$ cat src/pds_pkg.sv
// ----------------------------------------------------------------------------
// pds_pkg
// Shared types, codes and the grammar tables of the pushdown syntax checker.
// ----------------------------------------------------------------------------
package pds_pkg;

    typedef logic [1:0] mach_t;
    typedef logic [6:0] node_t;
    typedef logic [6:0] code_t;

    localparam mach_t MACH_PRG = 2'd0;
    localparam mach_t MACH_CMD = 2'd1;
    localparam mach_t MACH_EXP = 2'd2;
    localparam mach_t MACH_LOG = 2'd3;

    localparam node_t START_NODE = 7'd1;

    // Lexeme classes that the grammar refers to by meaning.
    localparam code_t TOK_SEMI   = 7'd14;
    localparam code_t TOK_LPAREN = 7'd27;
    localparam code_t TOK_RPAREN = 7'd28;
    localparam code_t TOK_IDENT  = 7'd100;
    localparam code_t TOK_NUMBER = 7'd101;
    localparam code_t TOK_TEXT   = 7'd102;

    typedef enum logic [2:0] {
        STS_CONSUMED   = 3'd0,
        STS_ACCEPTED   = 3'd1,
        STS_INVALID    = 3'd2,
        STS_INCOMPLETE = 3'd3,
        STS_OVERFLOW   = 3'd4,
        STS_IGNORED    = 3'd5
    } status_t;

    typedef enum logic [1:0] {
        PH_RUN = 2'd0,
        PH_FIN = 2'd1,
        PH_ERR = 2'd2
    } phase_t;

    // One arc of the grammar: target node and an optional call of a sub-automaton.
    typedef struct packed {
        logic  hit;
        node_t next;
        logic  push;
        mach_t sub;
        node_t ret;
    } arc_t;

    // Return stack entry: machine above node.
    typedef struct packed {
        mach_t mach;
        node_t node;
    } frame_t;

    typedef struct packed {
        logic   push;
        logic   pop;
        frame_t wdata;
    } pds_stack_cmd_t;

    typedef struct packed {
        logic   empty;
        logic   full;
        frame_t top;
    } pds_stack_sts_t;

    typedef struct packed {
        status_t     status;
        logic [15:0] row;
    } pds_result_t;

    function automatic arc_t jump(input node_t next);
        arc_t a;
        a      = '0;
        a.hit  = 1'b1;
        a.next = next;
        return a;
    endfunction

    function automatic arc_t call(input node_t next, input mach_t sub, input node_t ret);
        arc_t a;
        a      = jump(next);
        a.push = 1'b1;
        a.sub  = sub;
        a.ret  = ret;
        return a;
    endfunction

    // Labelled arc of node (m, n) for token c.
    function automatic arc_t find_arc(input mach_t m, input node_t n, input code_t c);
        arc_t a;
        a = '0;
        case ({m, n})
            {MACH_PRG, 7'd2}:  if (c == TOK_SEMI) a = jump(7'd3);
            {MACH_CMD, 7'd5}: begin
                case (c) inside
                    7'd1, 7'd2: a = jump(7'd11);
                    TOK_IDENT:  a = jump(7'd16);
                    7'd3:       a = jump(7'd71);
                    7'd5:       a = call(7'd50, MACH_LOG, 7'd76);
                    7'd8:       a = jump(7'd41);
                    7'd9:       a = jump(7'd45);
                    TOK_TEXT:   a = jump(7'd6);
                    7'd7:       a = jump(7'd81);
                    default:    a = '0;
                endcase
            end
            {MACH_CMD, 7'd11}: if (c == TOK_IDENT) a = jump(7'd12);
            {MACH_CMD, 7'd12}: begin
                if (c == 7'd15) a = jump(7'd11);
                else if (c == 7'd16) a = call(7'd20, MACH_EXP, 7'd13);
            end
            {MACH_CMD, 7'd13}: if (c == 7'd15) a = jump(7'd11);
            {MACH_CMD, 7'd16}: if (c == 7'd16) a = call(7'd20, MACH_EXP, 7'd6);
            {MACH_CMD, 7'd72}: if (c == 7'd4) a = call(7'd50, MACH_LOG, 7'd6);
            {MACH_CMD, 7'd73}: if (c == TOK_SEMI) a = jump(7'd72);
            {MACH_CMD, 7'd76}: if (c == 7'd6) a = call(7'd5, MACH_CMD, 7'd6);
            {MACH_CMD, 7'd41}: if (c == 7'd10) a = jump(7'd42);
            {MACH_CMD, 7'd42}: if (c == TOK_IDENT) a = jump(7'd43);
            {MACH_CMD, 7'd43}: if (c == 7'd10) a = jump(7'd42);
            {MACH_CMD, 7'd45}: if (c == 7'd11) a = jump(7'd46);
            {MACH_CMD, 7'd46}: if (c == TOK_IDENT) a = jump(7'd47);
            {MACH_CMD, 7'd47}: if (c == 7'd11) a = jump(7'd46);
            {MACH_CMD, 7'd81}: if (c == TOK_TEXT) a = jump(7'd6);
            {MACH_EXP, 7'd20}: begin
                case (c) inside
                    7'd23, 7'd24: a = jump(7'd30);
                    default:      a = '0;
                endcase
            end
            {MACH_EXP, 7'd30}: begin
                case (c) inside
                    TOK_NUMBER, TOK_IDENT: a = jump(7'd21);
                    TOK_LPAREN:            a = jump(7'd32);
                    default:               a = '0;
                endcase
            end
            {MACH_EXP, 7'd33}: if (c == TOK_RPAREN) a = jump(7'd21);
            {MACH_EXP, 7'd21}: begin
                case (c) inside
                    7'd23, 7'd24, 7'd25, 7'd26: a = jump(7'd30);
                    default:                    a = '0;
                endcase
            end
            {MACH_LOG, 7'd50}: begin
                case (c) inside
                    7'd33:        a = jump(7'd50);
                    7'd34, 7'd35: a = jump(7'd61);
                    7'd29:        a = call(7'd50, MACH_LOG, 7'd62);
                    default:      a = '0;
                endcase
            end
            {MACH_LOG, 7'd62}: if (c == 7'd30) a = jump(7'd61);
            {MACH_LOG, 7'd63}: begin
                case (c) inside
                    7'd17, 7'd18, 7'd19, 7'd20, 7'd21, 7'd22:
                        a = call(7'd20, MACH_EXP, 7'd61);
                    default: a = '0;
                endcase
            end
            {MACH_LOG, 7'd61}: begin
                case (c) inside
                    7'd31, 7'd32: a = jump(7'd50);
                    default:      a = '0;
                endcase
            end
            default: a = '0;
        endcase
        return a;
    endfunction

    // Non-consuming default arc of node (m, n).
    function automatic arc_t default_arc(input mach_t m, input node_t n);
        arc_t a;
        a = '0;
        case ({m, n})
            {MACH_PRG, 7'd1}:  a = call(7'd5, MACH_CMD, 7'd2);
            {MACH_PRG, 7'd3}:  a = jump(START_NODE);
            {MACH_CMD, 7'd13}: a = jump(7'd6);
            {MACH_CMD, 7'd71}: a = call(7'd5, MACH_CMD, 7'd73);
            {MACH_CMD, 7'd72}: a = jump(7'd71);
            {MACH_CMD, 7'd43}: a = jump(7'd6);
            {MACH_CMD, 7'd47}: a = jump(7'd6);
            {MACH_EXP, 7'd20}: a = jump(7'd30);
            {MACH_EXP, 7'd32}: a = call(7'd20, MACH_EXP, 7'd33);
            {MACH_LOG, 7'd50}: a = call(7'd20, MACH_EXP, 7'd63);
            default:           a = '0;
        endcase
        return a;
    endfunction

    function automatic logic is_final(input mach_t m, input node_t n);
        logic f;
        case ({m, n})
            {MACH_PRG, 7'd3},
            {MACH_CMD, 7'd12},
            {MACH_CMD, 7'd6},
            {MACH_EXP, 7'd21},
            {MACH_LOG, 7'd61}: f = 1'b1;
            default:           f = 1'b0;
        endcase
        return f;
    endfunction

endpackage

$ cat src/pds_walker.sv
// ----------------------------------------------------------------------------
// pds_walker
// Walks the grammar for one token, one move per cycle, waiting in S_POP after a return.
// ----------------------------------------------------------------------------
module pds_walker #(
    parameter int STACK_DEPTH = 16
) (
    input  logic                    aclk,
    input  logic                    aresetn,
    input  logic                    in_valid,
    output logic                    in_ready,
    input  pds_pkg::code_t          in_code,
    input  logic [15:0]             in_row,
    input  logic                    in_last,
    output logic                    res_valid,
    input  logic                    res_ready,
    output pds_pkg::pds_result_t    res,
    output pds_pkg::pds_stack_cmd_t stk_cmd,
    input  pds_pkg::pds_stack_sts_t stk_sts
);
    import pds_pkg::*;

    localparam int WalkLimit = 2 * STACK_DEPTH + 16;
    localparam int CntW      = $clog2(WalkLimit + 1);

    typedef enum logic [3:0] {
        S_IDLE = 4'b0001,
        S_WALK = 4'b0010,
        S_POP  = 4'b0100,
        S_DONE = 4'b1000
    } state_t;

    state_t          state_reg, state_next;
    phase_t          phase_reg, phase_next;
    mach_t           mach_reg, mach_next;
    node_t           node_reg, node_next;
    logic [CntW-1:0] cnt_reg, cnt_next;
    code_t           code_reg, code_next;
    logic [15:0]     row_reg, row_next;
    logic            last_reg, last_next;
    pds_result_t     res_reg, res_next;

    arc_t lab_arc;
    arc_t def_arc;
    arc_t sel_arc;

    assign lab_arc = find_arc(mach_reg, node_reg, code_reg);
    assign def_arc = default_arc(mach_reg, node_reg);
    assign sel_arc = lab_arc.hit ? lab_arc : def_arc;

    always_comb begin
        state_next    = state_reg;
        phase_next    = phase_reg;
        mach_next     = mach_reg;
        node_next     = node_reg;
        cnt_next      = cnt_reg;
        code_next     = code_reg;
        row_next      = row_reg;
        last_next     = last_reg;
        res_next      = res_reg;
        stk_cmd       = '0;
        stk_cmd.wdata = '{mach: mach_reg, node: sel_arc.ret};

        unique case (state_reg)
            S_IDLE: begin
                if (in_valid) begin
                    code_next = in_code;
                    row_next  = in_row;
                    last_next = in_last;
                    cnt_next  = '0;
                    if (phase_reg != PH_RUN) begin
                        res_next   = '{status: STS_IGNORED, row: 16'd0};
                        state_next = S_DONE;
                    end else begin
                        state_next = S_WALK;
                    end
                end
            end
            S_WALK: begin
                if (cnt_reg == CntW'(WalkLimit)) begin
                    res_next   = '{status: STS_INVALID, row: row_reg};
                    phase_next = PH_ERR;
                    state_next = S_DONE;
                end else if (sel_arc.hit) begin
                    if (sel_arc.push && stk_sts.full) begin
                        res_next   = '{status: STS_OVERFLOW, row: row_reg};
                        phase_next = PH_ERR;
                        state_next = S_DONE;
                    end else begin
                        stk_cmd.push = sel_arc.push;
                        node_next    = sel_arc.next;
                        if (sel_arc.push) begin
                            mach_next = sel_arc.sub;
                        end
                        if (!lab_arc.hit) begin
                            cnt_next = cnt_reg + CntW'(1);
                        end else if (last_reg) begin
                            phase_next = PH_FIN;
                            state_next = S_DONE;
                            // A push leaves the stack non-empty, so it can never accept.
                            if (!sel_arc.push && stk_sts.empty
                                    && is_final(mach_reg, sel_arc.next)) begin
                                res_next = '{status: STS_ACCEPTED, row: 16'd0};
                            end else begin
                                res_next = '{status: STS_INCOMPLETE, row: row_reg};
                            end
                        end else begin
                            res_next   = '{status: STS_CONSUMED, row: 16'd0};
                            state_next = S_DONE;
                        end
                    end
                end else if (is_final(mach_reg, node_reg)) begin
                    if (!stk_sts.empty) begin
                        stk_cmd.pop = 1'b1;
                        cnt_next    = cnt_reg + CntW'(1);
                        state_next  = S_POP;
                    end else begin
                        res_next   = '{status: STS_ACCEPTED, row: 16'd0};
                        phase_next = PH_FIN;
                        state_next = S_DONE;
                    end
                end else begin
                    res_next   = '{status: STS_INVALID, row: row_reg};
                    phase_next = PH_ERR;
                    state_next = S_DONE;
                end
            end
            S_POP: begin
                mach_next  = stk_sts.top.mach;
                node_next  = stk_sts.top.node;
                state_next = S_WALK;
            end
            S_DONE: begin
                if (res_ready) begin
                    state_next = S_IDLE;
                end
            end
            default: state_next = S_IDLE;
        endcase
    end

    always_ff @(posedge aclk) begin
        if (!aresetn) begin
            state_reg <= S_IDLE;
            phase_reg <= PH_RUN;
            mach_reg  <= MACH_PRG;
            node_reg  <= START_NODE;
            cnt_reg   <= '0;
        end else begin
            state_reg <= state_next;
            phase_reg <= phase_next;
            mach_reg  <= mach_next;
            node_reg  <= node_next;
            cnt_reg   <= cnt_next;
        end
    end

    always_ff @(posedge aclk) begin
        code_reg <= code_next;
        row_reg  <= row_next;
        last_reg <= last_next;
        res_reg  <= res_next;
    end

    assign in_ready  = (state_reg == S_IDLE);
    assign res_valid = (state_reg == S_DONE);
    assign res       = res_reg;

`ifndef NO_ASSERTIONS
    a_pop_issued: assert property (@(posedge aclk) disable iff (!aresetn)
        (state_reg == S_POP) |-> $past(stk_cmd.pop))
        else $error("return stack read without a pop");
    a_walk_bound: assert property (@(posedge aclk) disable iff (!aresetn)
        cnt_reg <= CntW'(WalkLimit)) else $error("walk counter passed its limit");
    a_error_phase: assert property (@(posedge aclk) disable iff (!aresetn)
        (res_valid && (res.status == STS_INVALID || res.status == STS_OVERFLOW))
        |-> phase_reg == PH_ERR) else $error("error reported without error phase");
    a_push_walk: assert property (@(posedge aclk) disable iff (!aresetn)
        stk_cmd.push |-> (state_reg == S_WALK && !stk_cmd.pop))
        else $error("push outside a walk move");
`endif

endmodule

$ cat config.mk
export PLATFORM = sky130hd
export DESIGN_NAME = pds_walker
export DESIGN_NICKNAME = d
export VERILOG_FILES = /design/src/pds_pkg.sv /design/src/pds_walker.sv
export SDC_FILE = /design/constraint.sdc
export NUM_CORES = 1
export LEC_CHECK = 0
export BUFFER_PORTS_ARGS = -buffer_cell sky130_fd_sc_hd__buf_2
export CAP_MARGIN = 20
export CORE_UTILIZATION = 61
export DETAILED_ROUTE_END_ITERATION = 7
export PLACE_DENSITY = 0.95
export SLEW_MARGIN = 20
export SYNTH_ARGS = -nofsm -noshare
export SYNTH_HDL_FRONTEND = slang
export SYNTH_SLANG_ARGS = --single-unit
$ cat constraint.sdc
create_clock -name aclk -period 5.5 [get_ports aclk]
set_input_delay 0.55 -clock aclk [delete_from_list [all_inputs] [get_ports aclk]]
set_output_delay 0.55 -clock aclk [all_outputs]
set_load 0.03 [all_outputs]
==> reports/results.txt <==
Share of power burned in the clock network: 27.2%
Count of mapped cells out of synthesis: 465
Fraction of power consumed by sequential logic: 46.2%
Design internal power: 0.953 mW
Sink count of the clock tree: 64
CTS buffer count: 9
Number of cells on the worst reg-to-reg path: 8
Largest area contributor in the netlist: edfxtp_1
Pin count of the biggest net entering global routing: 27
Global-route usage over all layers: 36.1%
PortBufs: 70
Die Span Y: 85.3 um
Final worst clock skew: 0.0108 ns
Peak Freq: 212 MHz
Post-CTS repair timing setup buffer count: 0
Clock slew at reported path FFs: 0.08 ns
Most numerous cell in the Yosys netlist: edfxtp_1
CP startpoint kind: flop
Startpoint-to-endpoint class of the critical path: reg2out
Static leakage power: 1.81 nW
Cell variety after synth: 75
Total via count after detailed routing: 4,287
Final antenna-violating net count: 0
Count of filler cells inserted in the layout: 460
Last weighted congestion value of the routability-driven placer: 1.03
Run status: complete, no violations
Leading register cell type out of synthesis: edfxtp_1
Multi-input combinational cell area: 2340 um^2
Instance area at placement: 4560 um^2
Number of gates resized after CTS: 0
Flip-flop count of the largest register, all copies and words added: 19
Power density relative to cell area: 312 nW/um^2
Finished layout cell area: 4750 um^2
Buffer depth of the longest clock path: 2
Fraction of power consumed by combinational cells: 26.6%
Met2 layer wire length in the routed design: 5680 um
Top post-synthesis cells by count: edfxtp_1 (43), nand2_1 (42), nor2_1 (36), clkbuf_1 (23), nand3_1 (22)
R2r endpoint: res[4]
TritonCTS clock tree: yes
Slew @ Worst Pin: 1.05 ns
Mapped Nets: 506
Initial standard-cell utilization of the core: 64.8%
Crit path cell chain: nor2_1 -> nand4b_1 -> a31oi_1 -> nor4b_1 -> nand4_2 -> nor2_1 -> nand2_1 -> nor4_1 -> buf_2
Tightest hold margin: 0.385 ns
Total count of hold-check failures in the final report: 0
Post-layout total power: 1.48 mW
Slack of the worst reg-to-reg path: 0.95 ns
Cell Count Post-Placement: 583
Remaining DRCs: 0
Switching power share of the total: 35.7%
Crit-path max FO: 23
Arrival time reported for the critical path endpoint: 4.17 ns
IR drop worst, VDD: 0.000266 V
Via count of the first global-routing pass: 3,882
Critical Path Stages: 9
Residual overflow from global routing: 0
Top cells by area, synth: edfxtp_1 (31%), dfxtp_1 (9.9%), nand2_1 (3.7%), nor2_1 (3.2%), a21boi_1 (3.0%)
Worst path bufs/invs: 1
Area fraction in compound gates after synthesis: 18.1%
Mapped Avg Cell Area: 9.10 um^2
Final worst slack: 0.783 ns
Detail-routed net length per standard cell: 21.1 um
Number of synthesized flops with an enable pin: 43
Highest routed layer: met4
Detailed Routing Iterations Pass 1: 6
Setup repair after global routing missed its margin: false
Count of hold-fix buffers inserted at cts: 0
Setup_tns: 0 ns
Destination of the critical timing path: stk_cmd[9]
Number of antenna violations at the first check in global routing: 0
Synthesized-area fraction occupied by xor and xnor cells: 0.828%
Kind of cell adding the most delay to the critical path: simple AND/OR/NAND/NOR gates
Clock insertion delay at the later pin of the skew report: 0.34 ns
Ratio of cells with drive above 1 in the final layout: 20.9%
Yosys warning total: 0
Crit. End Element: output pin
CTS Root Buffer Type: clkbuf_8
Cell Area, Synth: 4230 um^2
Cell mode on critical path: nor2_1
Net switching power figure: 0.529 mW
Routed met3 length: 1450 um
Relative max-transition margin: 29.6%
Layout Nets: 558
Critical-path top delay cell: edfxtp_1
Die Wd: 85.3 um
Register area share after synthesis: 40.4%
Area of the die: 7280 um^2
Metal-1 WL: 4860 um
Final HPWL from detailed placement: 9320 um
Row cnt: 29
Dpl ws: 1.16 ns
Post-Route Utilization: 72.7%
Max H-tree Level: 3
Fraction of synthesis flops using an asynchronous set or reset pin: 0%
Number of storage elements in the synthesis netlist: 64
Number of max-cap violations: 0
Required time of the critical path: 4.95 ns
Post-synthesis simple-gate area fraction: 33.3%
Detailed Route Iter0 Violations: 588
Min-delay worst type: in2reg
Number of vias per cell: 7.16
Total wire length after detailed routing: 12,600 um
Number of inserted diodes: 0
Placeable core area: 6530 um^2
Post-synth top area share: 30.5%
Number of placed I/O pins: 71
Share of cell area taken by muxes after synthesis: 2.36%
Stage delay of the slowest cell on the critical path: 0.82 ns
Signed area change from the synthesized netlist to the final layout: 12.2%
Adder and majority cell fraction of the synthesized area: 0.591%
Final worst-path cycle share: 85.8%
Global-route wire length before repair: 20,100 um
Total setup violations reported at the end of the flow: 0
Crit Reg-Reg Startpoint: code_reg[6]
Min Clock Period, post-route: 4.72 ns
Critical path launch point: code_reg[1]
Final Non-Filler Cells: 599
Combinational family with the most area after synthesis: simple AND/OR/NAND/NOR gates
FF+latch area: 1710 um^2
Final Max Slew Viols: 0
power groups by stage:
stage               clock network, mW  logic, mW  registers [mW]
floorplan                           0      0.281           0.684
global placement                    0      0.375           0.686
detailed placement                  0      0.386           0.691
CTS                             0.403      0.388           0.682
global route                    0.426      0.424           0.697
finish                          0.403      0.394           0.685
final cells by class:
class	instances	area share (%)
clock buffers	11	2.77
repair buffers	73	7.85
inverters	11	0.869
multi-input cells	358	49.2
flip-flops and latches	64	36.0
well taps	77	2.03
clock inverters	5	1.21
layer usage:
layer	GRT usage, %	vias to the layer above
met2	55.9	326
li1	-	1896
met3	8.66	73
met1	47.7	1992
met4	17.4	0
met5	0	-
logic make-up (layout without fill, tap and decap cells):
| family | after synthesis | after routing |
|---|---|---|
| AO/OA/AOI/OAI | 101 | 101 |
| XOR/XNOR | 4 | 4 |
| adder cells (fa/ha/maj) | 2 | 2 |
| buffers and inverters | 43 | 100 |
| flip-flops | 64 | 64 |
| multiplexers | 10 | 10 |
| AND/OR/NAND/NOR | 241 | 241 |
worst register-to-register path: stages (launching register included):
cell	delay, ns
edfxtp_1	0.51
nor3_1	0.69
nand4_1	0.25
nor4b_1	0.67
nor4_1	0.21
a21boi_4	0.21
nor2b_1	0.49
nor2b_1	0.29
a21oi_2	0.83
layout by cell type (no fill, tap or decap), types with 11 or more instances in the layout:
cell       n
nor3_1    17
dfxtp_1   21
a21boi_1  17
buf_2     70
nand2_1   42
nor4_1    11
inv_1     11
nand4_1   15
nor2b_1   14
nor2_1    36
a21oi_1   13
nand3_1   22
edfxtp_1  43
how the worst min path moves through the flow:
stage	slack (ns)	from	end	depth (start not counted)
after floorplan	0.48	phase_reg[0]	phase_reg[0]	2
after global placement	0.50	phase_reg[0]	phase_reg[0]	2
after detailed placement	0.54	phase_reg[0]	phase_reg[0]	2
after CTS	0.38	in_code[1]	code_reg[1]	1
after global routing	0.37	in_row[3]	row_reg[3]	1
final	0.39	in_row[6]	row_reg[6]	1
(Power assumes the default switching activity.)
